==> config.mk <==
export PLATFORM = sky130hd
export DESIGN_NAME = crc32_word_stream
export DESIGN_NICKNAME = d
export VERILOG_FILES = /design/src/rtl/core/crc32w_pkg.sv /design/src/rtl/core/crc32w_in_stage.sv /design/src/rtl/core/crc32w_update.sv /design/src/rtl/core/crc32_word_stream.sv
export VERILOG_INCLUDE_DIRS = /design/src /design/src/rtl/core
export SDC_FILE = /design/constraint.sdc
export NUM_CORES = 1
export LEC_CHECK = 0
export BUFFER_PORTS_ARGS = -buffer_cell sky130_fd_sc_hd__buf_2
export CORE_UTILIZATION = 61
export CTS_CLUSTER_SIZE = 12
export DETAILED_ROUTE_END_ITERATION = 12
export PLACE_DENSITY = 0.83
export SYNTH_ARGS = -nofsm -noshare
export SYNTH_HDL_FRONTEND = slang
export SYNTH_HIERARCHICAL = 1
export SYNTH_SLANG_ARGS = --single-unit
==> constraint.sdc <==
create_clock -name i_clk -period 2.58 [get_ports i_clk]
set_input_delay 0.516 -clock i_clk [delete_from_list [all_inputs] [get_ports i_clk]]
set_output_delay 0.516 -clock i_clk [all_outputs]
set_load 0.1 [all_outputs]
==> src/rtl/core/crc32_word_stream_macros.svh <==
// Assertion macros shared by the word-stream CRC modules.
`ifndef CRC32_WORD_STREAM_MACROS_SVH
`define CRC32_WORD_STREAM_MACROS_SVH

`ifndef NO_ASSERTIONS

// Check an implication at every clock edge outside reset.
`define CRC32W_ASSERT(label, clk, rst_n, prop, msg) \
    label: assert property (@(posedge clk) disable iff (!rst_n) prop) else $error(msg);

// Check that a condition implies another one on the next clock edge.
`define CRC32W_ASSERT_NEXT(label, clk, rst_n, ante, cons, msg) \
    label: assert property (@(posedge clk) disable iff (!rst_n) (ante) |=> (cons)) \
        else $error(msg);

`else

`define CRC32W_ASSERT(label, clk, rst_n, prop, msg)
`define CRC32W_ASSERT_NEXT(label, clk, rst_n, ante, cons, msg)

`endif

`endif

==> src/rtl/core/crc32w_pkg.sv <==
// Types, constants and XOR-matrix functions for the word-stream CRC-32.
package crc32w_pkg;

    localparam int CRC_W = 32;

    localparam logic [CRC_W-1:0] CRC_POLY = 32'h04C1_1DB7;
    localparam logic [CRC_W-1:0] CRC_INIT = 32'hFFFF_FFFF;

    // One row per CRC output bit: which input bits feed it.
    typedef logic [CRC_W-1:0][CRC_W-1:0] t_mask_tbl;

    // Beat passed from the input register to the update stage.
    typedef struct packed {
        logic             valid;
        logic [CRC_W-1:0] data;
        logic             first;
        logic             last;
    } t_beat;

    // Bit-serial reference update, MSB first; used only to build the tables and the zero-word constant.
    function automatic logic [CRC_W-1:0] crc_serial(input logic [CRC_W-1:0] crc_in,
                                                    input logic [CRC_W-1:0] data);
        logic [CRC_W-1:0] crc;
        logic             fb;
        crc = crc_in;
        for (int b = CRC_W - 1; b >= 0; b--) begin
            fb  = crc[CRC_W-1] ^ data[b];
            crc = {crc[CRC_W-2:0], 1'b0};
            if (fb) begin
                crc = crc ^ CRC_POLY;
            end
        end
        return crc;
    endfunction

    // Transpose the response to single set bits into per-output-bit masks.
    function automatic t_mask_tbl build_rows(input logic from_data);
        t_mask_tbl        rows;
        logic [CRC_W-1:0] unit;
        logic [CRC_W-1:0] col;
        rows = '0;
        for (int j = 0; j < CRC_W; j++) begin
            unit = {{(CRC_W-1){1'b0}}, 1'b1} << j;
            col  = from_data ? crc_serial('0, unit) : crc_serial(unit, '0);
            for (int i = 0; i < CRC_W; i++) begin
                rows[i][j] = col[i];
            end
        end
        return rows;
    endfunction

    localparam t_mask_tbl ROW_C = build_rows(1'b0);
    localparam t_mask_tbl ROW_D = build_rows(1'b1);

    // CRC of an all-zero word from the initial value.
    localparam logic [CRC_W-1:0] CRC_ZERO_WORD = crc_serial(CRC_INIT, '0);

    // Word-parallel update: each output bit is an XOR over masked state and data.
    function automatic logic [CRC_W-1:0] crc_word(input logic [CRC_W-1:0] crc,
                                                  input logic [CRC_W-1:0] data);
        logic [CRC_W-1:0] nxt;
        for (int i = 0; i < CRC_W; i++) begin
            nxt[i] = (^(crc & ROW_C[i])) ^ (^(data & ROW_D[i]));
        end
        return nxt;
    endfunction

endpackage

==> src/rtl/core/crc32w_in_stage.sv <==
// Input register: captures one beat and holds it until the update stage takes it.
`include "crc32_word_stream_macros.svh"

module crc32w_in_stage (
    input  logic                          i_clk,
    input  logic                          i_rst_n,
    input  logic                          i_valid,
    output logic                          o_ready,
    input  logic [crc32w_pkg::CRC_W-1:0] i_data,
    input  logic                          i_first,
    input  logic                          i_last,
    input  logic                          i_take,
    output crc32w_pkg::t_beat             o_beat
);

    logic                         r_valid;
    logic                         n_valid;
    logic [crc32w_pkg::CRC_W-1:0] r_data;
    logic                         r_first;
    logic                         r_last;

    // Free when empty or when the held beat leaves this cycle.
    assign o_ready = !r_valid || i_take;

    always_comb begin
        n_valid = r_valid;
        if (o_ready) begin
            n_valid = i_valid;
        end
    end

    always_ff @(posedge i_clk) begin
        if (!i_rst_n) begin
            r_valid <= 1'b0;
        end else begin
            r_valid <= n_valid;
        end
    end

    always_ff @(posedge i_clk) begin
        if (o_ready && i_valid) begin
            r_data  <= i_data;
            r_first <= i_first;
            r_last  <= i_last;
        end
    end

    assign o_beat = '{valid: r_valid, data: r_data, first: r_first, last: r_last};

    `CRC32W_ASSERT(a_take_needs_beat, i_clk, i_rst_n, i_take |-> r_valid, "take without held beat")
    `CRC32W_ASSERT_NEXT(a_hold_beat, i_clk, i_rst_n, r_valid && !i_take, r_valid && $stable(r_data), "held beat lost")

endmodule

==> src/rtl/core/crc32w_update.sv <==
// CRC update stage: word-parallel XOR network into the running CRC / result register.
`include "crc32_word_stream_macros.svh"

module crc32w_update (
    input  logic                          i_clk,
    input  logic                          i_rst_n,
    input  crc32w_pkg::t_beat             i_beat,
    output logic                          o_take,
    output logic                          o_valid,
    input  logic                          i_ready,
    output logic [crc32w_pkg::CRC_W-1:0] o_crc,
    output logic                          o_done
);

    logic                         r_out_valid;
    logic                         n_out_valid;
    logic [crc32w_pkg::CRC_W-1:0] r_crc;
    logic [crc32w_pkg::CRC_W-1:0] n_crc;
    logic [crc32w_pkg::CRC_W-1:0] w_crc_base;
    logic                         r_done;

    // Advance when the result register is empty or being drained.
    assign o_take = i_beat.valid && (!r_out_valid || i_ready);

    always_comb begin
        w_crc_base  = i_beat.first ? crc32w_pkg::CRC_INIT : r_crc;
        n_crc       = r_crc;
        n_out_valid = r_out_valid && !i_ready;
        if (o_take) begin
            n_crc       = crc32w_pkg::crc_word(w_crc_base, i_beat.data);
            n_out_valid = 1'b1;
        end
    end

    // The running CRC doubles as the result data.
    always_ff @(posedge i_clk) begin
        if (!i_rst_n) begin
            r_out_valid <= 1'b0;
            r_crc       <= crc32w_pkg::CRC_INIT;
        end else begin
            r_out_valid <= n_out_valid;
            r_crc       <= n_crc;
        end
    end

    always_ff @(posedge i_clk) begin
        if (o_take) begin
            r_done <= i_beat.last;
        end
    end

    assign o_valid = r_out_valid;
    assign o_crc   = r_crc;
    assign o_done  = r_done;

    `CRC32W_ASSERT_NEXT(a_stall_holds_crc, i_clk, i_rst_n, r_out_valid && !i_ready, $stable(r_crc), "CRC moved while stalled")
    `CRC32W_ASSERT_NEXT(a_zero_word_restart, i_clk, i_rst_n, o_take && i_beat.first && (i_beat.data == '0), r_crc == crc32w_pkg::CRC_ZERO_WORD, "restart on zero word wrong")
    `CRC32W_ASSERT_NEXT(a_take_gives_result, i_clk, i_rst_n, o_take, r_out_valid, "accepted word left no result")

endmodule

==> src/rtl/core/crc32_word_stream.sv <==
// Top level of the word-stream CRC-32 (MPEG-2: poly 04C11DB7, init all ones).
// Running CRC-32/MPEG-2 over a stream of 32-bit words, MSB first, no reflection and no
// final XOR. tuser on the input marks the first word of a message and reloads the CRC
// with all ones before that word; tlast marks the last word and comes back as tlast on
// the result. Every input beat yields one result beat carrying the CRC after that word.
// Throughput is one word per clock unless the output stalls; a word passes the input
// register, then one XOR network of 64-input parity trees into the CRC/result register.
// After reset the CRC is all ones, so a first word without tuser gives the same result.
module crc32_word_stream (
    input  logic        i_clk,
    input  logic        i_rst_n,
    input  logic        i_s_axis_tvalid,
    output logic        o_s_axis_tready,
    input  logic [31:0] i_s_axis_tdata,   // [31:0] data_word
    input  logic        i_s_axis_tuser,   // [0] first_word
    input  logic        i_s_axis_tlast,   // last_word
    output logic        o_m_axis_tvalid,
    input  logic        i_m_axis_tready,
    output logic [31:0] o_m_axis_tdata,   // [31:0] crc_value
    output logic        o_m_axis_tlast    // crc_done
);

    crc32w_pkg::t_beat w_beat;
    logic              w_take;

    crc32w_in_stage u_in_stage (
        .i_clk   (i_clk),
        .i_rst_n (i_rst_n),
        .i_valid (i_s_axis_tvalid),
        .o_ready (o_s_axis_tready),
        .i_data  (i_s_axis_tdata),
        .i_first (i_s_axis_tuser),
        .i_last  (i_s_axis_tlast),
        .i_take  (w_take),
        .o_beat  (w_beat)
    );

    crc32w_update u_update (
        .i_clk   (i_clk),
        .i_rst_n (i_rst_n),
        .i_beat  (w_beat),
        .o_take  (w_take),
        .o_valid (o_m_axis_tvalid),
        .i_ready (i_m_axis_tready),
        .o_crc   (o_m_axis_tdata),
        .o_done  (o_m_axis_tlast)
    );

endmodule
======== Word level (Yosys, flattened, before mapping) ========
Index checks and enable logic that the tools add are counted.
word-level totals
  register bits ........................... 69
  bits in latches ......................... 0
  bits in writable memories ............... 0
  memory bits (read-only) ................. 0
  input port bits ......................... 38
  logic and storage cells ................. 113
  memories kept ........................... 0
cells by class
  add/sub/neg operators ................... 0
  multiply operators ...................... 0
  divide/modulo/power cells ............... 0
  magnitude comparators ................... 0
  equal/unequal tests ..................... 0
  shifts and indexed selects .............. 0
  mux-type cells .......................... 2
  bitwise logic cells ..................... 32
  reductions and logical operators ........ 72
operator list
  cell               count
  $reduce_xor 32->1  64
  $mux 32            1
  $xor 1x1->1        32
  $logic_and 1x1->1  3
  $logic_not 1->1    3
  $logic_or 1x1->1   2
  $mux 1             1

======== Depth between registers and ports, before layout ========
Gate-level depths: netlist of run 1.
  word-level depth ........................ 5
  depth in mapped cells ................... 9

======== Hierarchy ========
The synthesis of run 1 kept the hierarchy.
by module, submodules not included
  module           times used  cells each  area each (µm²)  seq. area each (µm²)
  crc32w_update    1           708         6251.0           690.7
  crc32w_in_stage  1           42          1101.1           1041.0

======== Worst setup path before layout of run 1 ========
No wires, ideal clock.
  kind .................................... register -> register
  start ................................... reg u_update.r_crc (netlist bit u_update/o_crc[0])
  end ..................................... reg u_update.r_crc (netlist bit u_update/o_crc[7])
  setup time .............................. 0.143 ns
  data arrival time ....................... 2.689 ns
  data required time ...................... 2.437 ns
  slack ................................... -0.252 ns
  cell stages (with the launch flop) ...... 8
  path buffers ............................ 1
  period minus slack after synthesis ...... 2.832 ns
  path through ............................ dfxtp_1 buf_2 xor3_1 nor2_1 xnor2_1 xnor3_1 xnor2_1 o211ai_1
on the way
  longest elaborated chain between the ends .. 3
RTL lines
  what                    line                 text
  start, declared         crc32w_update.sv:17  logic [crc32w_pkg::CRC_W-1:0] r_crc;
  start signal, assigned  crc32w_update.sv:39  r_crc <= crc32w_pkg::CRC_INIT;
  start signal, assigned  crc32w_update.sv:42  r_crc <= n_crc;
  $mux 32                 crc32w_update.sv:26  w_crc_base = i_beat.first ? crc32w_pkg::CRC_INIT : r_crc;
  $reduce_xor 32->1       crc32w_pkg.sv:63     nxt[i] = (^(crc & ROW_C[i])) ^ (^(data & ROW_D[i]));
  $xor 1x1->1             crc32w_pkg.sv:63
Every way passes these cells.
A chain may end at the register's enable or synchronous reset.

======== Worst setup path in the final report of run 1 ========
  start ................................... reg u_in_stage/r_data[23] (netlist name)
  end ..................................... reg u_update.r_crc (netlist bit u_update/o_crc[29])
on the way
  longest elaborated chain between the ends .. 2
RTL lines
  what                    line                   text
  start, declared         crc32w_in_stage.sv:18  logic [crc32w_pkg::CRC_W-1:0] r_data;
  start signal, assigned  crc32w_in_stage.sv:42  r_data <= i_data;
  $reduce_xor 32->1       crc32w_pkg.sv:63
  $xor 1x1->1             crc32w_pkg.sv:63
Every way passes these cells.

==> key figures, run 1 <==
Min path
  – Min-Delay Path Depth: 1
  – Hold endpoint: u_in_stage/r_data[21]$_DFFE_PP_
  – Worst hold start: i_s_axis_tdata[21]
  – Worst min-delay path category: input pin to flip-flop

Floorplanning
  – Initial Util: approximately 64%
  – Placeable core area: roughly 0.012 mm²
  – # rows: 39
  – Die Y: 112 µm
  – I/O Pins: 73
  – Die ar.: between 0.01 and 0.015 mm²
  – Die W: 112 µm

Yosys
  – Post-Synthesis Net Count: around 790
  – Synth area leader: xnor2_1
  – Mean post-synth cell area: roughly 10 µm²
  – Synth Instances: 750
  – #FFs+latches synth: 69
  – Synth Cell Area: 0.00735 mm²
  – Netlist cell types: 40
  – Synth top area share: roughly two fifths
  – Synth top area cells: xnor2_1 (39%), edfxtp_1 (14%), dfxtp_1 (9.3%)
  – Most common cell in the netlist: xnor2_1
  – Register area share after synthesis: between 20% and 30%
  – Post-synth EDFFs: 35
  – Most instantiated cells after synthesis: xnor2_1 (328), xor2_1 (77), nor2_1 (60)
  – Async set-reset flop share out of synthesis: 0%
  – Synth warnings: 6
  – Ys flop type: edfxtp_1

Detailed routing
  – Drt via density: around 5.5
  – WL met1: 8050 µm
  – Antenna Nets Post-Route: 0
  – DR pass1 iterations: 8
  – Drt drc: 2
  – DR top layer: met4
  – Wire per inst: 22.2 µm
  – Routed wl met2: 10200 µm
  – Final WL: around 21000 µm
  – Via count: 5247
  – Metal3 WL: ~1600 µm
  – Initial drt markers: approximately 460

Clock tree
  – CTS tree: done
  – Clock-pin slew on the worst setup and hold paths: 0.06 ns
  – Num CTS Buffers: 9
  – Cts hold-fix bufs: 0
  – H-tree levels: 3
  – Clock Tree Buf Depth: 2
  – Clk_lat worst skew: about 0.35 ns
  – Clk root buf: clkbuf_16
  – Sink Count: approximately 70

Setup path
  – CP Max Fanout: 5
  – CP max stage cell: edfxtp_1
  – WP data required: between 2 and 3 ns
  – Critical Path Start: u_in_stage/r_data[23]$_DFFE_PP_
  – CP Cell Sequence: xnor2_1 -> xnor2_1 -> xnor3_1 -> xnor2_1 -> xnor2_1 -> xnor2_1 -> o211ai_1
  – CP Class: flip-flop to flip-flop
  – FF-to-FF path depth: 7
  – R2r endpoint: u_update/o_crc[29]$_SDFFE_PN1P_
  – Startpoint Class: flip-flop
  – CP peak stage delay: about 0.53 ns
  – R2r setup slk: ~0.18 ns
  – CP most frequent cell: xnor2_1
  – Critical Path AT: about 2.6 ns
  – Reg-to-reg startpoint: u_in_stage/r_data[23]$_DFFE_PP_
  – Crit path capture type: flip-flop

GRT
  – Gr ovfl total: 0
  – Global-route wire length before repair: roughly 32000 µm
  – Initial antenna violation count: 0
  – GRT Total Usage: between 30% and 40%
  – Largest net degree at the start of global routing: 45
  – Vias in the first global route: ~5400

STA
  – Finish-stage setup viols: 0
  – Min cycle time layout: around 2.4 ns
  – Max-Slew Margin vs Limit: between 50% and 60%
  – Fin crit share: between 90 and 100%
  – Fin Hold WS: 0.344 ns
  – Slew @ Worst Pin: approximately 0.74 ns
  – Max Slew Vio Count: 0
  – Final Hold Viols: 0
  – RSZ-0062 raised after global routing: false
  – Setup Skew: ~0.0081 ns
  – F_max: about 420 MHz

Finish
  – Area growth syn-to-layout: 11.4%
  – Share of cells above drive strength 1: 22.2%
  – Reg area: about 0.0018 mm²
  – Finished Cell Area: just over 0.008 mm²
  – Final net count: 840
  – Fin cells: between 900 and 1000
  – Antenna cells: 0
  – Filler cells: 899
  – Area of the multi-input gates: 0.00526 mm²

Place
  – HPWL after DPL: about 17000 µm
  – I/O Buffers: around 70
  – Dpl cells: around 930
  – Cell Area, Placed: slightly below 0.008 mm²
  – Final Wtd Congestion: between 0.9 and 1

Status
  – Failing checks: DRC
  – Outcome: finished with violations

Run
  – Max-cap violations: 0
## timing repair
| action | CTS | global route |
|---|---|---|
| buffers inserted | 0 | 2 |
| hold endpoints to repair | 0 | 0 |
| endpoints found under the setup margin | 0 | 1 |
| resized for setup | 0 | 2 |
## worst max-delay path, delay by kind of cell, from the launching register on
kind,cells,cell delay [ns]
AOI/OAI and AO/OA,1,0.09
xor gates and xnor gates,6,1.64
DFF,1,0.53
## state kept, by name, summed over array words and instances (netlist names)
name,count
u_update/o_crc,32
u_in_stage/r_valid,1
u_in_stage/r_data,32
u_update/o_done,1
u_in_stage/r_last,1
u_update/o_valid,1
u_in_stage/r_first,1
## how the worst max path moves through the flow
stage               slack [ns]                         endpoint  depth (start not counted)
floorplan                -0.09   u_update/o_crc[7]$_SDFFE_PN1P_                          7
global placement          0.14  u_update/o_crc[31]$_SDFFE_PN1P_                          7
detailed placement        0.15  u_update/o_crc[31]$_SDFFE_PN1P_                          7
CTS                       0.14  u_update/o_crc[31]$_SDFFE_PN1P_                          7
global route            0.0008  u_update/o_crc[31]$_SDFFE_PN1P_                          7
finish                    0.18  u_update/o_crc[29]$_SDFFE_PN1P_                          7
## cell type report
| type | instances | area share, % |
|---|---|---|
| repair buffers | 114 | 8.25 |
| flip-flops and latches | 69 | 21.5 |
| well taps | 143 | 2.18 |
| inverters | 5 | 0.229 |
| clock buffers | 9 | 2.75 |
| clock inverters | 7 | 0.810 |
| multi-input cells | 603 | 64.3 |
## placed cells by master, fill, tap and decap left out, drive strengths merged
| cell type | instances |
|---|---|
| or2 | 1 |
| nand2 | 33 |
| nor3 | 1 |
| buf | 114 |
| dfxtp | 34 |
| o21a | 1 |
| nand4b | 1 |
| edfxtp | 35 |
| and3 | 1 |
| xor2 | 80 |
| clkinvlp | 2 |
| inv | 5 |
| and2 | 4 |
| nand3 | 2 |
| nor3b | 7 |
| o211ai | 17 |
| xnor3 | 25 |
| xnor2 | 340 |
| mux2 | 1 |
| a21boi | 2 |
| a21oi | 9 |
| o21ai | 6 |
| clkbuf | 9 |
| nand2b | 3 |
| nor2b | 1 |
| xor3 | 6 |
| bufinv | 1 |
| clkinv | 4 |
| a22oi | 1 |
| a211o | 1 |
| nor2 | 60 |
## per-layer routing
metal  vias up  GRT usage (%)
li1       2432              -
met1      2478           41.3
met2       274           60.3
met3        63           6.53
met4         0           21.9
met5         -              0
## cell families after synthesis
kind of cell | count (synthesis) | synth area share (%)
AOI/OAI and AO/OA | 37 | 3.40
xor gates and xnor gates | 451 | 61.2
buffers and inverters | 78 | 4.92
DFF | 69 | 23.6
muxes | 1 | 0.153
and+or+nand+nor | 114 | 6.77
## metrics by stage
stage	util [%]	TNS, ns	worst slack (ns)
after global routing	70.8	0	0.000757
after global placement	68.1	0	0.142
after floorplan	-	-0.0864	-0.0864
after detailed placement	68.1	0	0.147
after CTS	70.7	0	0.142
final	70.8	0	0.176
Power of run 1 is not shown: default switching activity piles up to over one toggle a cycle in this logic, so the estimate is an artifact.
==> run 2: changes to the inputs <==
- CORE_UTILIZATION: 61 -> 51
- GPL_TIMING_DRIVEN: default -> 0
- PLACE_DENSITY: 0.83 -> 0.71
==> run 2 against run 1 <==
Net effect:
- the run now ends clean
- first-iteration DRC count shrank 20%
- count of clock-buffer cells in the layout is 3 higher
- flip-flop and latch count unchanged
- largest cell class unchanged
- highest routed layer unchanged
==> key figures, run 2 (synthesis results as in run 1) <==
Clock tree
  – CTS tree: done
  – Total setup buffers inserted after CTS: 0 (unchanged)
  – H-tree levels: 3 (unchanged)
  – Clock-pin slew on the worst setup and hold paths: 0.06 ns (about the same)
  – Clk_lat worst skew: 0.35 ns (about the same)
  – Sink Count: 69 (unchanged)
  – Clk root buf: clkbuf_16
  – Num CTS Buffers: 9 (unchanged)
  – Clock Tree Buf Depth: 2 (unchanged)

Detailed routing
  – Via count: 5176 (-1.4%)
  – Drt drc: 0 (-2)
  – Final WL: 21300 µm (+1.1%)
  – Drt via density: 5.11 (-7.5%)
  – Initial drt markers: 370 (-20%)
  – DR pass1 iterations: 4 (-4)
  – Wire per inst: 21.0 µm (-5.2%)
  – Antenna Nets Post-Route: 0 (unchanged)

Floorplanning
  – Initial Util: 52.6% (-11 points)
  – Die ar.: 0.0149 mm² (+19%)
  – I/O Pins: 73 (unchanged)
  – Die Y: 122 µm (+9.2%)
  – Placeable core area: 0.0140 mm² (+21%)
  – Die W: 122 µm (+9.2%)
  – # rows: 43 (+10%)

STA
  – Slew @ Worst Pin: 0.755 ns (+0.0111 ns)
  – Setup Skew: 0.00690 ns (-0.00120 ns)
  – Finish-stage setup viols: 0 (unchanged)
  – Final Hold Viols: 0 (unchanged)
  – Min cycle time layout: 2.54 ns (+0.133 ns)
  – Max-Slew Margin vs Limit: 49.3% (-0.75 points)
  – F_max: 394 MHz (-5.2%)
  – Fin worst setup slack: 0.0426 ns (-0.133 ns)
  – RSZ-0062 raised after global routing: true
  – Max Slew Vio Count: 0 (unchanged)
  – Fin crit share: 98.3% (+5.2 points)

Setup path
  – Startpoint Class: flip-flop
  – CP Max Fanout: 4 (-1)
  – Crit path capture type: flip-flop
  – WP data required: 2.78 ns (about the same)
  – CP Class: flip-flop to flip-flop
  – Critical Path AT: 2.74 ns (+0.13 ns)

GRT
  – Global-route wire length before repair: 31400 µm (-1.5%)
  – Largest net degree at the start of global routing: 35 (-22%)
  – Initial antenna violation count: 0 (unchanged)
  – Gr ovfl total: 0 (unchanged)
  – GRT Total Usage: 30.1% (-5.3 points)
  – Vias in the first global route: 5176 (-4.4%)

Place
  – Setup WS pre-CTS: -0.233 ns (-0.380 ns)
  – Final Wtd Congestion: 1.00 (+1.5%)
  – I/O Buffers: 72 (unchanged)
  – HPWL after DPL: 17200 µm (+1.7%)

Finish
  – Commonest cells after routing, fill and taps aside: xnor2_1 (320), buf_2 (113), xor2_1 (75)
  – Antenna cells: 0 (unchanged)
  – Final net count: 866 (+3.1%)
  – Most common cell after layout, fill and taps aside: xnor2_1
  – Area growth syn-to-layout: 13.2%
  – Share of cells above drive strength 1: 23.8% (+1.6 points)

Min path
  – Worst min-delay path category: input pin to flip-flop

Status
  – Outcome: completed

Run
  – Max-cap violations: 0 (unchanged)
[run 2: changes by cell type in the layout (fill, tap and decap cells not counted), moves of 4 or more]
| cell | before | now |
|---|---|---|
| buf_2 | 72 | 113 |
| buf_4 | 42 | 4 |
| clkbuf_1 | 0 | 18 |
| clkbuf_2 | 0 | 4 |
| xnor2_1 | 328 | 320 |
| xnor2_2 | 12 | 19 |
[run 2: layout make-up]
type / count / area (µm²)
multi-input cells: 603 / 5350
well taps: 180 / 225
plain buffers: 68 / 327
inverters: 5 / 22.5
clock buffers: 12 / 250
clock inverters: 4 / 25.0
flip-flops and latches: 69 / 1760
fillers: 1246 / 5670
repair buffers: 72 / 360
[run 2: routing by layer]
metal | wire length [µm] | share of wire (%) | GRT usage [%]
met1 | 8830 | 41 | 36.7
met2 | 10300 | 49 | 50.6
met3 | 1210 | 5.7 | 4.78
met4 | 934 | 4.4 | 16.2
met5 | 0 | 0 | 0
[run 2: final timing paths]
kind                                         from                         endpoint  slack, ns  cells after the start
hold reg to reg   u_in_stage/r_valid$_SDFFE_PN0P_  u_in_stage/r_valid$_SDFFE_PN0P_       0.51                      2
setup reg to reg   u_in_stage/r_data[9]$_DFFE_PP_   u_update/o_crc[2]$_SDFFE_PN1P_       0.04                      7
hold / removal                 i_s_axis_tdata[25]  u_in_stage/r_data[25]$_DFFE_PP_       0.34                      1
setup / recovery   u_in_stage/r_data[9]$_DFFE_PP_   u_update/o_crc[2]$_SDFFE_PN1P_       0.04                      7
[run 2: worst max-delay path, cell delays in order (launching register included)]
cell and delay, ns:
edfxtp_1 0.53, xor2_2 0.26, xnor2_1 0.27, xor2_2 0.32, xnor3_2 0.44, xnor3_1 0.39
nor2_1 0.12, o21ai_1 0.06
[run 2: per-stage QoR]
stage	utilization, %	cell area [µm²]	TNS [ns]	hold WS (ns)	std cells
2_1_floorplan	-	7380	-0.0864	0.490	750
3_3_place_gp	57.0	7970	-1.30	0.490	1002
3_5_place_dp	57.0	7970	-3.87	0.493	1002
4_1_cts	59.1	8270	0	0.329	1017
5_1_grt	59.5	8320	-0.0182	0.332	1013
6_report	59.5	8320	0	0.338	1013
[run 2: repair_timing]
item | CTS | global route
gates resized for setup | 4 | 13
setup endpoints to repair | 3 | 16
pin swaps | 0 | 1
hold buffers | 0 | 0
Power of run 2 is left out for the same reason.
==> run 3: changes to the inputs <==
- PLACE_DENSITY: 0.71 -> 0.69
==> run 3 against run 2 <==
Net effect:
- via count up 1.3%
- fmax up 1.8%
- die area unchanged
- worst hold slack better by 0.0022 ns
- wire length down 2.4%
- design area up 0.57%
- count of clock-buffer cells in the layout down 1
- register-to-register slack better by 0.05 ns
- critical path depth unchanged
- worst setup slack better by 0.046 ns
- global-route usage down 0.45 points
==> key figures, run 3 (synthesis results as in run 1) <==
Status
  – Outcome: completed

Run
  – Max-cap violations: 0 (unchanged)

GRT
  – GRT busiest layer: met2
  – Initial antenna violation count: 0 (unchanged)
  – Met2 usage: 49.8% (-0.85 points)
  – GRT Total Usage: 29.6% (-0.45 points)
  – Largest net degree at the start of global routing: 35 (unchanged)
  – Global Route met3 Usage: 4.87% (+0.094 points)
  – Global-route wire length before repair: 31500 µm (+0.28%)
  – Gr ovfl total: 0 (unchanged)
  – Vias in the first global route: 5346 (+3.3%)
  – GR Layer Usage met1: 36.4% (-0.33 points)

Clock tree
  – Clock Tree Buf Depth: 2 (unchanged)
  – Clock-pin slew on the worst setup and hold paths: 0.06 ns (about the same)
  – CTS tree: done
  – Clk root buf: clkbuf_16
  – Clk_lat worst skew: 0.35 ns (about the same)
  – H-tree levels: 3 (unchanged)
  – Sink Count: 69 (unchanged)
  – Num CTS Buffers: 9 (unchanged)

STA
  – Fin Hold WS: 0.341 ns (+0.00225 ns)
  – Finish-stage setup viols: 0 (unchanged)
  – Fin crit share: 96.6% (-1.8 points)
  – Min cycle time layout: 2.49 ns (-0.0459 ns)
  – Final Hold Viols: 0 (unchanged)
  – Slew @ Worst Pin: 0.708 ns (-0.0479 ns)
  – Fin worst setup slack: 0.0885 ns (+0.0459 ns)
  – F_max: 401 MHz (+1.8%)
  – Max Slew Vio Count: 0 (unchanged)
  – Setup Skew: 0.00775 ns (+0.000849 ns)
  – Max-Slew Margin vs Limit: 52.8% (+3.6 points)

Detailed routing
  – Final WL: 20800 µm (-2.4%)
  – Wire per inst: 20.4 µm (-3.1%)
  – Drt via density: 5.14 (+0.64%)
  – Drt drc: 0 (unchanged)
  – DR pass1 iterations: 6 (+2)
  – Antenna Nets Post-Route: 0 (unchanged)
  – Initial drt markers: 328 (-11%)
  – Via count: 5245 (+1.3%)

Finish
  – Final net count: 873 (+0.81%)
  – Commonest cells after routing, fill and taps aside: xnor2_1 (321), buf_2 (113), xor2_1 (75)
  – Area growth syn-to-layout: 13.8%
  – Antenna cells: 0 (unchanged)
  – Most common cell after layout, fill and taps aside: xnor2_1
  – Share of cells above drive strength 1: 23.8% (+0.040 points)
  – Fin cells: 1020 (+0.69%)

Floorplanning
  – # rows: 43 (unchanged)
  – I/O Pins: 73 (unchanged)
  – Placeable core area: 0.0140 mm² (unchanged)
  – Die W: 122 µm (unchanged)
  – Die ar.: 0.0149 mm² (unchanged)
  – Die Y: 122 µm (unchanged)
  – Initial Util: 52.6% (unchanged)

Place
  – I/O Buffers: 72 (unchanged)
  – HPWL after DPL: 16900 µm (-1.8%)
  – Final Wtd Congestion: 1.01 (+0.48%)
  – Dpl cells: 1002 (unchanged)
  – Setup WS pre-CTS: -0.208 ns (+0.0252 ns)

Setup path
  – Critical path's top delay family: XOR/XNOR gates
  – Startpoint Class: flip-flop
  – CP Class: flip-flop to flip-flop
  – WP buf/inv: 1 (+1)
  – CP Max Fanout: 6 (+2)
  – Crit path capture type: flip-flop
  – CP most frequent cell: xnor2_1
  – CP Cell Sequence: buf_2 -> xnor2_2 -> xnor2_1 -> xnor2_1 -> xnor3_1 -> xnor2_1 -> o211ai_2
  – CP peak stage delay: 0.50 ns (-0.03 ns)
  – WP data required: 2.78 ns (about the same)
  – Critical Path AT: 2.69 ns (-0.05 ns)
  – R2r setup slk: 0.09 ns (+0.05 ns)
  – CP max stage cell: xnor2_1

Min path
  – Worst min-delay path category: input pin to flip-flop
==> run 3: changes by cell type in the layout (fill, tap and decap cells not counted), sizes merged <==
cell / delta
clkinv: +1
bufinv: +1
clkinvlp: -1
buf: +6
==> run 3: path summary, 6_finish.rpt <==
path / end / depth (start not counted) / start
setup / recovery: u_update/o_crc[11]$_SDFFE_PN1P_ / 7 / u_in_stage/r_data[26]$_DFFE_PP_
hold / removal: u_in_stage/r_data[28]$_DFFE_PP_ / 1 / i_s_axis_tdata[28]
setup reg to reg: u_update/o_crc[11]$_SDFFE_PN1P_ / 7 / u_in_stage/r_data[26]$_DFFE_PP_
hold reg to reg: u_in_stage/r_valid$_SDFFE_PN0P_ / 2 / u_in_stage/r_valid$_SDFFE_PN0P_
==> run 3: cell type report <==
cell class | instances | area, µm²
buffer | 69 | 332
timing repair buffer | 78 | 405
clock buffer | 11 | 233
clock inverter | 5 | 51.3
multi-input combinational | 603 | 5340
tap | 180 | 225
fill | 1271 | 5620
inverter | 5 | 22.5
sequential | 69 | 1760
==> run 3: stage by stage <==
step / TNS [ns] / cell area [µm²] / utilization [%]
after floorplan: -0.0864 / 7380 / -
final: 0 / 8370 / 59.8
after CTS: 0 / 8280 / 59.2
after global routing: -0.00284 / 8370 / 59.8
after global placement: -0.745 / 7970 / 57.0
after detailed placement: -2.77 / 7970 / 57.0
==> run 3: layer usage <==
layer	share of wire (%)	up-vias
li1	-	2496
met1	41	2482
met2	48	213
met3	6.2	54
met4	5.1	0
met5	0	-
==> run 3: worst register-to-register path, delay by kind of cell (launching register included) <==
kind                      cells  cell delay [ns]
buffers and inverters         1             0.20
xor gates and xnor gates      5             1.71
DFF                           1             0.35
AOI/OAI and AO/OA             1             0.09
==> run 3: repair_timing <==
action,in CTS,in global routing
hold buffers,0,0
pin swaps,0,2
endpoints found under the setup margin,3,13
resized for setup,4,12
setup buffers,0,6
Power of run 3 is left out for the same reason.
